## config.mk

```make
export PLATFORM = sky130hd
export DESIGN_NAME = euclidean_gcd_engine
export DESIGN_NICKNAME = d
export VERILOG_FILES = /design/src/egcd_pkg.sv /design/src/egcd_core.sv /design/src/euclidean_gcd_engine.sv
export SDC_FILE = /design/constraint.sdc
export NUM_CORES = 1
export LEC_CHECK = 0
export BUFFER_PORTS_ARGS = -buffer_cell sky130_fd_sc_hd__buf_2
export CORE_MARGIN = 2
export CORE_UTILIZATION = 45
export CTS_CLUSTER_SIZE = 16
export DETAILED_ROUTE_END_ITERATION = 6
export SLEW_MARGIN = 25
export SYNTH_ARGS = -nofsm -noshare
export SYNTH_HDL_FRONTEND = slang
export SYNTH_SLANG_ARGS = --single-unit
```

## constraint.sdc

```tcl
create_clock -name clk -period 6.6 [get_ports clk]
set_input_delay 0.66 -clock clk [delete_from_list [all_inputs] [get_ports clk]]
set_output_delay 0.66 -clock clk [all_outputs]
set_load 0.01 [all_outputs]
```

## src/egcd_pkg.sv

```systemverilog
// ----------------------------------------------------------------------------
// egcd_pkg: shared types and constants of the Euclidean GCD engine
// Transaction payload structs, the default datapath width, and the
// control and status structs passed between the top level and the core.
// ----------------------------------------------------------------------------
package egcd_pkg;

	// Width of every operand and result data field on the ports.
	localparam int FIELD_WIDTH = 32;

	// Default width of the internal datapath.
	localparam int WORD_WIDTH_DEFAULT = 32;

	typedef struct packed {
		logic [FIELD_WIDTH-1:0] first_operand;
		logic [FIELD_WIDTH-1:0] second_operand;
	} operand_item_t;

	typedef struct packed {
		logic [FIELD_WIDTH-1:0] divisor_result;
		logic                   zero_divisor_flag;
	} result_item_t;

	// Commands from the top level to the core.
	typedef struct packed {
		logic start;   // load a new operand pair and begin
		logic drain;   // finished result has been taken, return to idle
	} core_ctrl_t;

	// Status from the core to the top level.
	typedef struct packed {
		logic busy;    // a pair is loaded, result not yet taken
		logic done;    // result is valid on the core output
	} core_stat_t;

endpackage

```

## src/egcd_core.sv

```systemverilog
// ----------------------------------------------------------------------------
// egcd_core: iterative GCD datapath and sequencer
// Binary GCD over one shared compare and subtract unit: each cycle either
// halves even operands or replaces the larger odd operand by half the
// difference. The common power of two is counted and restored at the end.
// ----------------------------------------------------------------------------
module egcd_core import egcd_pkg::*; #(
	parameter int WORD_WIDTH = WORD_WIDTH_DEFAULT
) (
	input  logic                  clk,
	input  logic                  arst_n,
	input  core_ctrl_t            ctrl,
	input  logic [WORD_WIDTH-1:0] a_init,
	input  logic [WORD_WIDTH-1:0] b_init,
	output core_stat_t            stat,
	output logic [WORD_WIDTH-1:0] gcd
);

	localparam int SHIFT_WIDTH = (WORD_WIDTH > 1) ? $clog2(WORD_WIDTH) : 1;

	localparam logic ST_IDLE = 1'b0;
	localparam logic ST_RUN  = 1'b1;

	logic                   state_q;
	logic [WORD_WIDTH-1:0]  a_q;
	logic [WORD_WIDTH-1:0]  b_q;
	logic [SHIFT_WIDTH-1:0] k_q;

	logic                   finish;
	logic                   a_ge_b;
	logic [WORD_WIDTH-1:0]  big;
	logic [WORD_WIDTH-1:0]  little;
	logic [WORD_WIDTH-1:0]  mag;
	logic [WORD_WIDTH:0]    sum;

	// The loop ends as soon as one operand reaches zero; the other then
	// holds the GCD divided by the counted power of two.
	assign finish = (a_q == '0) || (b_q == '0);

	// The single shared compare and subtract unit.
	assign a_ge_b = (a_q >= b_q);
	assign big    = a_ge_b ? a_q : b_q;
	assign little = a_ge_b ? b_q : a_q;
	assign mag    = big - little;

	assign sum = {1'b0, a_q} + {1'b0, b_q};

	always_ff @(posedge clk or negedge arst_n) begin
		if (!arst_n) begin
			state_q <= ST_IDLE;
		end else if (ctrl.start) begin
			state_q <= ST_RUN;
		end else if (state_q == ST_RUN && finish && ctrl.drain) begin
			state_q <= ST_IDLE;
		end
	end

	always_ff @(posedge clk) begin
		if (ctrl.start) begin
			a_q <= a_init;
			b_q <= b_init;
			k_q <= '0;
		end else if (state_q == ST_RUN && !finish) begin
			priority if (!a_q[0] && !b_q[0]) begin
				a_q <= a_q >> 1;
				b_q <= b_q >> 1;
				k_q <= k_q + 1'b1;
			end else if (!a_q[0]) begin
				a_q <= a_q >> 1;
			end else if (!b_q[0]) begin
				b_q <= b_q >> 1;
			end else if (a_ge_b) begin
				// Difference of two odd values is even, so halve it at once.
				a_q <= mag >> 1;
			end else begin
				b_q <= mag >> 1;
			end
		end
	end

	assign stat.busy = (state_q == ST_RUN);
	assign stat.done = (state_q == ST_RUN) && finish;
	assign gcd       = (a_q | b_q) << k_q;

	a_common_twos: assert property (@(posedge clk) disable iff (!arst_n)
		(state_q == ST_RUN && !finish && !a_q[0] && !b_q[0] && !ctrl.start)
		|=> k_q == $past(k_q) + 1'b1)
		else $error("common factor of two not counted");

	a_progress: assert property (@(posedge clk) disable iff (!arst_n)
		(state_q == ST_RUN && !finish && !ctrl.start) |=> sum < $past(sum))
		else $error("operand sum did not decrease");

	a_start_clean: assert property (@(posedge clk) disable iff (!arst_n)
		ctrl.start |=> (state_q == ST_RUN) && (k_q == '0))
		else $error("start did not load a fresh pair");

	a_no_restart: assert property (@(posedge clk) disable iff (!arst_n)
		ctrl.start |-> state_q == ST_IDLE)
		else $error("start while a pair is in progress");

endmodule

```

## src/euclidean_gcd_engine.sv

```systemverilog
// ----------------------------------------------------------------------------
// euclidean_gcd_engine: greatest common divisor of two unsigned words
// Top level with the operand and result channels and the output register.
// ----------------------------------------------------------------------------
// Each operand transaction carries two unsigned integers and yields exactly
// one result transaction holding their greatest common divisor. When the
// second operand is zero the result is the first operand and the zero
// divisor flag is set; when both are zero the result is zero. Operands are
// taken at WORD_WIDTH bits (low bits kept when WORD_WIDTH is below the port
// width). The answer is computed by a binary GCD on one shared compare and
// subtract unit: a pair is loaded, then the loop runs, every loop step
// removing at least one bit from one operand, and finally the answer moves
// into the output register. The core is busy for that whole time and
// operands_ready stays low meanwhile. The output register lets a new pair
// be loaded while the previous result is still waiting for result_ready.
// Nothing is kept between pairs.
// ----------------------------------------------------------------------------
module euclidean_gcd_engine import egcd_pkg::*; #(
	parameter int WORD_WIDTH = WORD_WIDTH_DEFAULT
) (
	input  logic          clk,
	input  logic          arst_n,
	input  logic          operands_valid,
	output logic          operands_ready,
	input  operand_item_t operands,
	output logic          result_valid,
	input  logic          result_ready,
	output result_item_t  result
);

	core_ctrl_t            ctrl;
	core_stat_t            stat;
	logic [WORD_WIDTH-1:0] a_init;
	logic [WORD_WIDTH-1:0] b_init;
	logic [WORD_WIDTH-1:0] gcd;

	logic                  flag_q;
	logic                  result_valid_q;
	result_item_t          result_q;
	logic                  load_out;

	// The core takes a new pair whenever it is not holding one.
	assign operands_ready = !stat.busy;
	assign ctrl.start     = operands_valid && operands_ready;

	assign a_init = WORD_WIDTH'(operands.first_operand);
	assign b_init = WORD_WIDTH'(operands.second_operand);

	// A finished answer moves to the output register when that register is
	// empty or is being emptied in this same cycle.
	assign load_out   = stat.done && (!result_valid_q || result_ready);
	assign ctrl.drain = load_out;

	egcd_core #(
		.WORD_WIDTH(WORD_WIDTH)
	) u_core (
		.clk    (clk),
		.arst_n (arst_n),
		.ctrl   (ctrl),
		.a_init (a_init),
		.b_init (b_init),
		.stat   (stat),
		.gcd    (gcd)
	);

	// The zero divisor flag is decided at acceptance. The binary loop with a
	// zero second operand finishes at once with the first operand as answer.
	always_ff @(posedge clk) begin
		if (ctrl.start) begin
			flag_q <= (b_init == '0);
		end
	end

	always_ff @(posedge clk or negedge arst_n) begin
		if (!arst_n) begin
			result_valid_q <= 1'b0;
		end else if (load_out) begin
			result_valid_q <= 1'b1;
		end else if (result_ready) begin
			result_valid_q <= 1'b0;
		end
	end

	always_ff @(posedge clk) begin
		if (load_out) begin
			result_q.divisor_result    <= FIELD_WIDTH'(gcd);
			result_q.zero_divisor_flag <= flag_q;
		end
	end

	assign result_valid = result_valid_q;
	assign result       = result_q;

endmodule
```

==> impl_summary.txt, run 1 <==
----------------------------------------------------
[CTS]
  Deepest clock path buffer count ... 2
  Cts bufs inserted ... 9
  Cell at the root of the clock tree ... clkbuf_16
  Post-cts sizing count ... 0
  Insertion delay to the later sink of the worst-skew pair ... 370 ps
  Post-CTS clock slew at the launch and capture registers of the worst setup and hold paths ... 80 ps
  CTS Hold Bufs ... 0
  Post-CTS setup buffer count ... 0
  CTS tree ... done
  Number of clock sinks ... 105
  H-tree depth ... 3

[STA]
  Final critical-path share of the clock period ... 0.8001
  Unrepaired setup endpoints after global routing ... false
  Final worst clock skew ... 13.51 ps
  Final-layout setup total negative slack ... 0 ps
  Time the worst path needs with I/O delays and setup ... about 5300 ps
  Relative slew slack ... 0.3334
  Maximum clock rate ... around 190 MHz
  Count of pins over their slew limit ... 0
  Setup Viol. Count Final ... 0
  Worst-margin pin slew ... around 1000 ps
  Hold Slack ... 62.42 ps
  Number of failing hold endpoints at the final stage ... 0

[Route]
  Post-route DRC violation count ... 0
  Average via count per standard cell ... ~6.1
  Detailed Route WL ... 31,360 um
  Average routed wire per standard cell ... 22.11 um
  Length of the first detailed-routing pass in iterations ... 5
  Drt first-iter violations ... approximately 610
  Final ANT Viol Nets ... 0
  Via total after detailed routing ... 8,616

[Floorplan]
  Boundary Pins ... 103
  Number of rows created at floorplan ... 52
  Width of the die ... 148.2 um
  Core area ... about 20,000 um^2
  Die outline height ... 148.2 um
  Area of the die ... 21,960 um^2
  Effective utilization at floorplan ... 0.4609

[Yosys]
  Prevailing post-synth register cell ... edfxtp_1
  Cell taking the most area after synthesis ... edfxtp_1
  Number of enable-type register cells in the synthesized netlist ... just under 100
  Proportion of synthesized chip area in sequential cells ... 0.3306
  Number of distinct library cells after synthesis ... 70
  Mapped Nets ... 1,216
  Flip-flop and latch count after synthesis ... 105
  Number of instances in the synthesized netlist ... 1,082
  Combined area of all synthesized cells ... 9356 um^2
  Synth Warn # ... 0
  Ranking of synthesized cells by area ... edfxtp_1 (31%), ha_1 (8.8%), nor2_1 (6.3%), mux2i_1 (5.0%), o21ai_0 (4.7%)
  Fraction of registers with async set or reset after synthesis ... 0.01905
  Synthesized area per cell ... 8.647 um^2
  Portion of synthesized cell area occupied by the leading cell type ... 0.3145

[Placed design]
  Placed Area ... 10,050 um^2
  Number of port buffers ... 102
  Placed wire-length estimate after detailed placement ... around 24,000 um
  GPL Wtd Cong ... 1.001

[Worst setup path]
  Classification of the worst setup path ... register to register
  Endpoint type of the worst setup path ... register
  Critical path arrival ... around 5400 ps
  Worst path required time ... 6720 ps
  Top Family by Delay on Critical Path ... compound AO/OA/AOI/OAI gates
  Critical path peak fanout ... 23
  Slowest stage cell, crit path ... or4_1
  Startpoint kind of the worst setup timing path ... register
  Worst stage delay on the critical path ... 620 ps
  Worst Path Buf+Inv ... 2
  Critical-path cell list ... inv_1 > ha_1 > or4_1 > nor3b_2 > nand2_1 > a2111o_1 > nand4_2 > buf_4 > a31oi_1 > a211oi_2 > o21ai_0 > a21oi_1 > xnor2_1 > o221ai_1 > o21a_1

[Finish]
  Number of nets at the end of the flow ... between 1,000 and 1,500
  Number of fillers in the final layout ... 1,972
  Sequential cell area ... 3094 um^2
  P&R area growth vs syn ... 10.93%
  Multi-input gate area ... 5694 um^2
  Design area ... between 10,000 and 15,000 um^2
  N_diodes ... 0
  Layout cells sized above 1 ... 0.1681
  Commonest non-fill, non-tap cell in the layout ... nor2_1
  Post-route core utilization ... 0.5113
  Most frequent cells in the layout ... nor2_1 (157), buf_2 (102), edfxtp_1 (98)

[Global routing]
  Antenna violations before repair ... 0
  First-pass GRT wire length ... 47,530 um
  Global route overflow ... 0
  Pin count of the biggest net entering global routing ... just over 90
  Total routing resource utilization after global routing ... 0.2844
  Via count of the first global-routing pass ... 8,026

[Worst hold path]
  Path type of the worst min-delay path ... primary input to asynchronous set/reset pin

[Run status]
  Status ... complete, no violations

[Run]
  Count of max-cap constraint violations ... 0

----------------------------------------------------
per-layer routing:
metal,up-vias,global-route usage,share of wire
li1,4091,-,-
met1,4119,0.3936,0.44
met2,362,0.4539,0.46
met3,44,0.05951,0.081
met4,0,0.07762,0.024
met5,-,0,0
cell usage after synthesis, types with 6 or more instances:
cell       instances
nor4_1            31
nor2b_1           12
o31ai_1            7
a221oi_1          11
ha_1              66
a22oi_1           18
or3_1              6
a211oi_1          15
o21ai_0           88
a21oi_1           79
nand4_1            8
o221ai_1          11
nand2_1           80
xnor2_1           22
nand3_1            7
or4_1              6
mux4_2            14
nor2_1           157
mux2_2            20
a2bb2oi_1          6
o21a_1            11
o22ai_1            7
edfxtp_1          98
inv_1             86
clkbuf_1          48
nor3_1            17
mux2i_1           47
xor2_1            11
buf_1              9
cells by family after synthesis:
kind of cell,count (synthesis),synth area share
adders and majority gates,66,0.08826
DFF,105,0.3306
and+or+nand+nor,346,0.1685
muxes,83,0.1113
buffers and inverters,151,0.06352
AOI/OAI and AO/OA,298,0.2070
xor gates and xnor gates,33,0.03089
flip-flops by register name, summed over array words and instances, names as in the netlist:
register        cells
u_core.a_q         32
result_valid        1
u_core.k_q          5
u_core.state_q      1
result             33
flag_q              1
u_core.b_q         32
through the flow:
step	cells	worst slack, ps
after floorplan	1082	994.7
after global placement	1402	1540
after detailed placement	1402	1400
after CTS	1418	1399
after global routing	1418	1120
final	1418	1319
layout make-up:
class,count,share of cell area
Inverter,87,0.03146
Sequential cell,105,0.2981
Multi-Input combinational cell,826,0.5486
Tap cell,270,0.03255
Clock inverter,4,0.003496
Timing Repair Buffer,114,0.05787
Clock buffer,12,0.02785
path summary, 6_finish.rpt:
path,from,to,slack [ps],depth (start not counted)
max,u_core.b_q[27],u_core.b_q[19],1320,15
min in group clk,flag_q,result[0],430,0
max in group asynchronous,arst_n,result_valid,6450,1
max reg2reg,u_core.b_q[27],u_core.b_q[19],1320,15
min,arst_n,u_core.state_q,60,1
min reg2reg,flag_q,result[0],430,0
Power of run 1 is left out: the tool's default activity adds up to more than one toggle a clock period on the data nets, which glitch-free logic cannot reach.
==> run 2, diff against run 1 <==
PLACE_DENSITY = 0.66   (was default)
clock period = 4.3 ns   (was 6.6 ns; I/O delays follow)
==> impl_summary.txt, run 2 (synthesis gave the netlist of run 1 again) <==
----------------------------------------------------
[Route]
  Drt first-iter violations ... 834
  Via total after detailed routing ... 9,409
  Length of the first detailed-routing pass in iterations ... 5
  Average routed wire per standard cell ... 21.31 um
  Average via count per standard cell ... 5.944
  Final ANT Viol Nets ... 0
  Post-route DRC violation count ... 0
  Detailed Route WL ... 33,740 um

[STA]
  Final worst clock skew ... 8.197 ps
  Post-route setup slack ... -90.68 ps
  Hold Slack ... around 240 ps
  Relative slew slack ... 0.3439
  Maximum clock rate ... between 200 and 250 MHz
  Time the worst path needs with I/O delays and setup ... 4391 ps
  Unrepaired setup endpoints after global routing ... true
  Count of pins over their slew limit ... 0
  Final critical-path share of the clock period ... 1.021
  Number of failing hold endpoints at the final stage ... 0
  Setup Viol. Count Final ... 11
  Worst-margin pin slew ... 982.0 ps

[Worst setup path]
  Cell seen most often among critical-path stages ... buf_4
  Launch instance of the worst register-to-register path ... u_core.b_q[24]
  Setup slack of the worst register-to-register path ... -90 ps
  Worst Path Buf+Inv ... 4
  Slowest stage cell, crit path ... or4_4
  Startpoint kind of the worst setup timing path ... register
  Endpoint type of the worst setup path ... register
  Reg-to-reg endpoint ... u_core.a_q[28]
  Critical-path cell list ... inv_2 > ha_4 > or4_4 > nor3b_4 > nand2_1 > a2111o_1 > and4_4 > buf_6 > a2111oi_4 > o32ai_2 > a211oi_2 > buf_4 > a21o_4 > o21ba_2 > o221ai_1 > xnor2_1 > buf_4 > o21ai_0
  Classification of the worst setup path ... register to register
  Top Family by Delay on Critical Path ... compound AO/OA/AOI/OAI gates
  Count of cells along the worst register-to-register path ... 18
  Worst stage delay on the critical path ... 570 ps
  Worst path required time ... 4420 ps
  Critical path peak fanout ... 5
  Critical path arrival ... ~4500 ps

[CTS]
  Deepest clock path buffer count ... 2
  Cts bufs inserted ... 9
  H-tree depth ... 3
  Post-CTS clock slew at the launch and capture registers of the worst setup and hold paths ... 80 ps
  CTS tree ... done
  Insertion delay to the later sink of the worst-skew pair ... 370 ps
  Number of clock sinks ... about 110
  Cell at the root of the clock tree ... clkbuf_16

[Finish]
  Number of nets at the end of the flow ... roughly 1,400
  Number of fillers in the final layout ... about 1,800
  Layout cells sized above 1 ... 0.3115
  Most frequent cells in the layout ... buf_4 (170), nor2_1 (156), buf_2 (102)
  P&R area growth vs syn ... 28.38%
  N_diodes ... 0
  Commonest non-fill, non-tap cell in the layout ... buf_4
  Number of flip-flops in the largest register ... 33

[Run status]
  Status ... finished with violations
  Violations in the final reports ... negative setup slack

[Floorplan]
  Core area ... 20,300 um^2
  Die outline height ... 148.2 um
  Width of the die ... 148.2 um
  Boundary Pins ... 103
  Effective utilization at floorplan ... 0.4609
  Area of the die ... 21,960 um^2
  Number of rows created at floorplan ... 52

[Global routing]
  Global route overflow ... 0
  Total routing resource utilization after global routing ... 0.2986
  Antenna violations before repair ... 0
  Pin count of the biggest net entering global routing ... 46
  Via count of the first global-routing pass ... 8,605
  First-pass GRT wire length ... 49,770 um

[Worst hold path]
  Startpoint of the lowest-slack hold path ... result_ready
  Hold Path Stages ... 2
  Endpoint of the worst hold path ... result_valid
  Path type of the worst min-delay path ... primary input to register

[Placed design]
  Placed wire-length estimate after detailed placement ... 25,960 um
  GPL Wtd Cong ... 1.040
  Number of port buffers ... between 100 and 150

[Run]
  Count of max-cap constraint violations ... 0

----------------------------------------------------
-- run 2: worst register-to-register path, cell delays in order, from the launching register on --
cell and delay (ps):
edfxtp_1 430, inv_2 110, ha_4 210, or4_4 570
nor3b_4 280, nand2_1 100, a2111o_1 360, and4_4 220
buf_6 140, a2111oi_4 290, o32ai_2 140, a211oi_2 330
buf_4 170, a21o_4 150, o21ba_2 170, o221ai_1 120
xnor2_1 170, buf_4 140, o21ai_0 60
-- run 2: through the flow --
| step | utilization | area [um^2] | TNS (ps) | setup slack, ps | instances |
|---|---|---|---|---|---|
| finish | 0.5917 | 12010 | -510.5 | -90.68 | 1583 |
| global route | 0.5917 | 12010 | -2204 | -157.5 | 1583 |
| CTS | 0.5676 | 11520 | -8.368 | -8.368 | 1569 |
| detailed placement | 0.5495 | 11150 | -965.2 | -168.7 | 1550 |
| global placement | 0.5495 | 11150 | -46.80 | -28.57 | 1550 |
| floorplan | - | 9360 | 0 | 62.83 | 1082 |
-- run 2: layout make-up --
type	instances	area, um^2	share of cell area
Multi-Input combinational cell	826	6091	0.5071
Sequential cell	105	3094	0.2576
Timing Repair Buffer	279	1868	0.1555
Tap cell	270	337.8	0.02813
Inverter	87	326.6	0.02719
Clock buffer	9	225.2	0.01875
Clock inverter	7	68.82	0.005729
-- run 2: what timing repair did --
item	4_1_cts	5_1_grt
setup endpoints to repair	24	40
pin swaps	7	39
hold buffers	1	0
setup buffers	2	14
hold endpoints to repair	2	0
gates cloned	0	0
resized for setup	13	86
-- run 2: per-layer routing --
layer | global-route usage | up-vias | wire length (um)
met5 | 0 | - | 0
met4 | 0.1081 | 0 | 1336
met3 | 0.05552 | 94 | 2916
met2 | 0.4569 | 498 | 14880
met1 | 0.4234 | 4394 | 14610
li1 | - | 4423 | -
-- run 2: how the worst max path moves through the flow --
stage / startpoint / end / slack (ps) / cells past startpoint
floorplan: u_core.b_q[23] / u_core.b_q[29] / 60 / 16
global placement: u_core.b_q[26] / u_core.b_q[27] / -30 / 17
detailed placement: u_core.b_q[27] / u_core.b_q[27] / -170 / 17
CTS: u_core.b_q[22] / u_core.b_q[27] / -8 / 16
global route: u_core.b_q[27] / u_core.b_q[26] / -160 / 18
finish: u_core.b_q[24] / u_core.a_q[28] / -90 / 18
Power of run 2 is left out for the same reason.
==> run 3, diff against run 2 <==
CELL_PAD_IN_SITES_DETAIL_PLACEMENT = 2   (was default)
CELL_PAD_IN_SITES_GLOBAL_PLACEMENT = 2   (was default)
CORE_UTILIZATION = 33   (was 45)
PLACE_DENSITY = default   (was 0.66)
PLACE_DENSITY_LB_ADDON = 0.1   (was default)
SLEW_MARGIN = 15   (was 25)
==> impl_summary.txt, run 3 (synthesis gave the netlist of run 1 again) <==
----------------------------------------------------
[CTS]
  Number of clock sinks ... 105
  CTS tree ... done
  Insertion delay to the later sink of the worst-skew pair ... 370 ps
  Cts bufs inserted ... 9
  H-tree depth ... 3
  Cell at the root of the clock tree ... clkbuf_16
  Deepest clock path buffer count ... 2
  Post-CTS clock slew at the launch and capture registers of the worst setup and hold paths ... 90 ps

[Placed design]
  Number of port buffers ... 102
  GPL Wtd Cong ... 0.9370
  Placed Area ... around 11,000 um^2
  Placed wire-length estimate after detailed placement ... 33,860 um
  Count of placed standard cells including taps ... approximately 1,700

[STA]
  Final worst clock skew ... 12.91 ps
  Final critical-path share of the clock period ... 1.035
  Maximum clock rate ... 224.7 MHz
  Post-route setup slack ... -150.8 ps
  Number of failing hold endpoints at the final stage ... 0
  Count of pins over their slew limit ... 0
  Relative slew slack ... 0.3187
  Worst-margin pin slew ... 1022 ps
  Unrepaired setup endpoints after global routing ... true
  Time the worst path needs with I/O delays and setup ... around 4500 ps
  Setup Viol. Count Final ... 12

[Finish]
  Number of flip-flops in the largest register ... 33
  N_diodes ... 0
  Commonest non-fill, non-tap cell in the layout ... buf_4
  Most frequent cells in the layout ... buf_4 (182), nor2_1 (156), buf_2 (102)
  Post-route core utilization ... 0.4460
  Post-Layout Cell Count ... about 1,700
  Design area ... between 10,000 and 15,000 um^2
  Layout cells sized above 1 ... 0.3245
  Number of nets at the end of the flow ... 1,457
  P&R area growth vs syn ... 32.79%

[Worst setup path]
  Critical-path cell list ... inv_1 > ha_1 > nor4_2 > buf_4 > nor3b_4 > nand2_2 > a2111o_1 > and4_4 > buf_4 > mux2i_2 > o21ai_0 > a221oi_2 > o31a_1 > o211ai_1 > xor2_1 > o221ai_1 > o21a_1
  Endpoint type of the worst setup path ... register
  Critical path peak fanout ... 9
  Cell seen most often among critical-path stages ... buf_4
  Critical path arrival ... between 4000 and 5000 ps
  Classification of the worst setup path ... register to register
  Worst stage delay on the critical path ... 420 ps
  Slowest stage cell, crit path ... edfxtp_1
  Startpoint kind of the worst setup timing path ... register
  Top Family by Delay on Critical Path ... compound AO/OA/AOI/OAI gates
  Worst Path Buf+Inv ... 3
  Worst path required time ... 4420 ps

[Global routing]
  Pin count of the biggest net entering global routing ... 46
  Via count of the first global-routing pass ... about 10,000
  First-pass GRT wire length ... 63,580 um
  Total routing resource utilization after global routing ... 0.2895
  Global route overflow ... 0
  Antenna violations before repair ... 1

[Floorplan]
  Area of the die ... 29,720 um^2
  Core area ... roughly 28,000 um^2
  Boundary Pins ... 103
  Effective utilization at floorplan ... 0.3359
  Number of rows created at floorplan ... just over 60
  Width of the die ... 172.4 um
  Die outline height ... 172.4 um

[Worst hold path]
  Path type of the worst min-delay path ... primary input to register

[Route]
  Average via count per standard cell ... between 5 and 6
  Length of the first detailed-routing pass in iterations ... 7
  Detailed Route WL ... 43,580 um
  Via total after detailed routing ... between 9,000 and 10,000
  Final ANT Viol Nets ... 0
  Average routed wire per standard cell ... 25.55 um
  Drt first-iter violations ... 684
  Post-route DRC violation count ... 0

[Run status]
  Status ... finished with violations
  Violations in the final reports ... negative setup slack

[Run]
  Count of max-cap constraint violations ... 0

----------------------------------------------------
-- run 3: cell count changes in the layout (fill, tap and decap cells not counted), moves of 4 or more --
cell / before / now
buf_4: 170 / 182
o21ai_1: 18 / 11
o21ai_0: 67 / 72
buf_12: 0 / 4
inv_6: 5 / 1
xnor2_1: 17 / 13
-- run 3: timing repair --
item	4_1_cts	5_1_grt
setup endpoints to repair	47	43
endpoints found under the hold margin	2	0
gates resized for setup	26	82
setup buffers	5	14
hold buffers	1	0
pin swaps	12	15
-- run 3: final cells by class --
| class | instances | area [um^2] |
|---|---|---|
| Tap cell | 378 | 473.0 |
| Clock buffer | 9 | 225.2 |
| Fill cell | 3077 | 15430 |
| Inverter | 87 | 326.6 |
| Multi-Input combinational cell | 826 | 6212 |
| Clock inverter | 7 | 70.07 |
| Sequential cell | 105 | 3094 |
| Timing Repair Buffer | 294 | 2023 |
-- run 3: metrics by stage --
stage / setup slack, ps / setup TNS [ps] / hold slack, ps
final: -150.8 / -843.0 / 269.2
after global routing: -260.5 / -4387 / 279.6
after CTS: -17.47 / -17.47 / 265.9
after detailed placement: -319.9 / -7641 / 223.8
after global placement: -45.31 / -185.1 / 218.7
after floorplan: 62.83 / 0 / 134.4
-- run 3: layer usage --
metal / track usage / part of all wire
met2: 0.4946 / 0.49
met1: 0.3752 / 0.44
met3: 0.03754 / 0.045
met5: 0 / 0
met4: 0.1019 / 0.032
-- run 3: worst paths after layout --
path | from | to | slack [ps] | depth (start not counted)
hold / removal | result_ready | result_valid | 270 | 2
max in group asynchronous | arst_n | u_core.state_q | 3820 | 2
min in group asynchronous | arst_n | result_valid | 380 | 2
setup reg to reg | u_core.a_q[18] | u_core.b_q[27] | -150 | 17
setup / recovery | u_core.a_q[18] | u_core.b_q[27] | -150 | 17
hold reg to reg | flag_q | result[0] | 430 | 0
-- run 3: worst register-to-register path, stage by stage (launching register included) --
cell and delay, ps:
edfxtp_1 420, inv_1 140, ha_1 280, nor4_2 340
buf_4 190, nor3b_4 280, nand2_2 100, a2111o_1 370
and4_4 250, buf_4 180, mux2i_2 260, o21ai_0 240
a221oi_2 350, o31a_1 170, o211ai_1 110, xor2_1 230
o221ai_1 150, o21a_1 140
Power of run 3 is left out for the same reason.
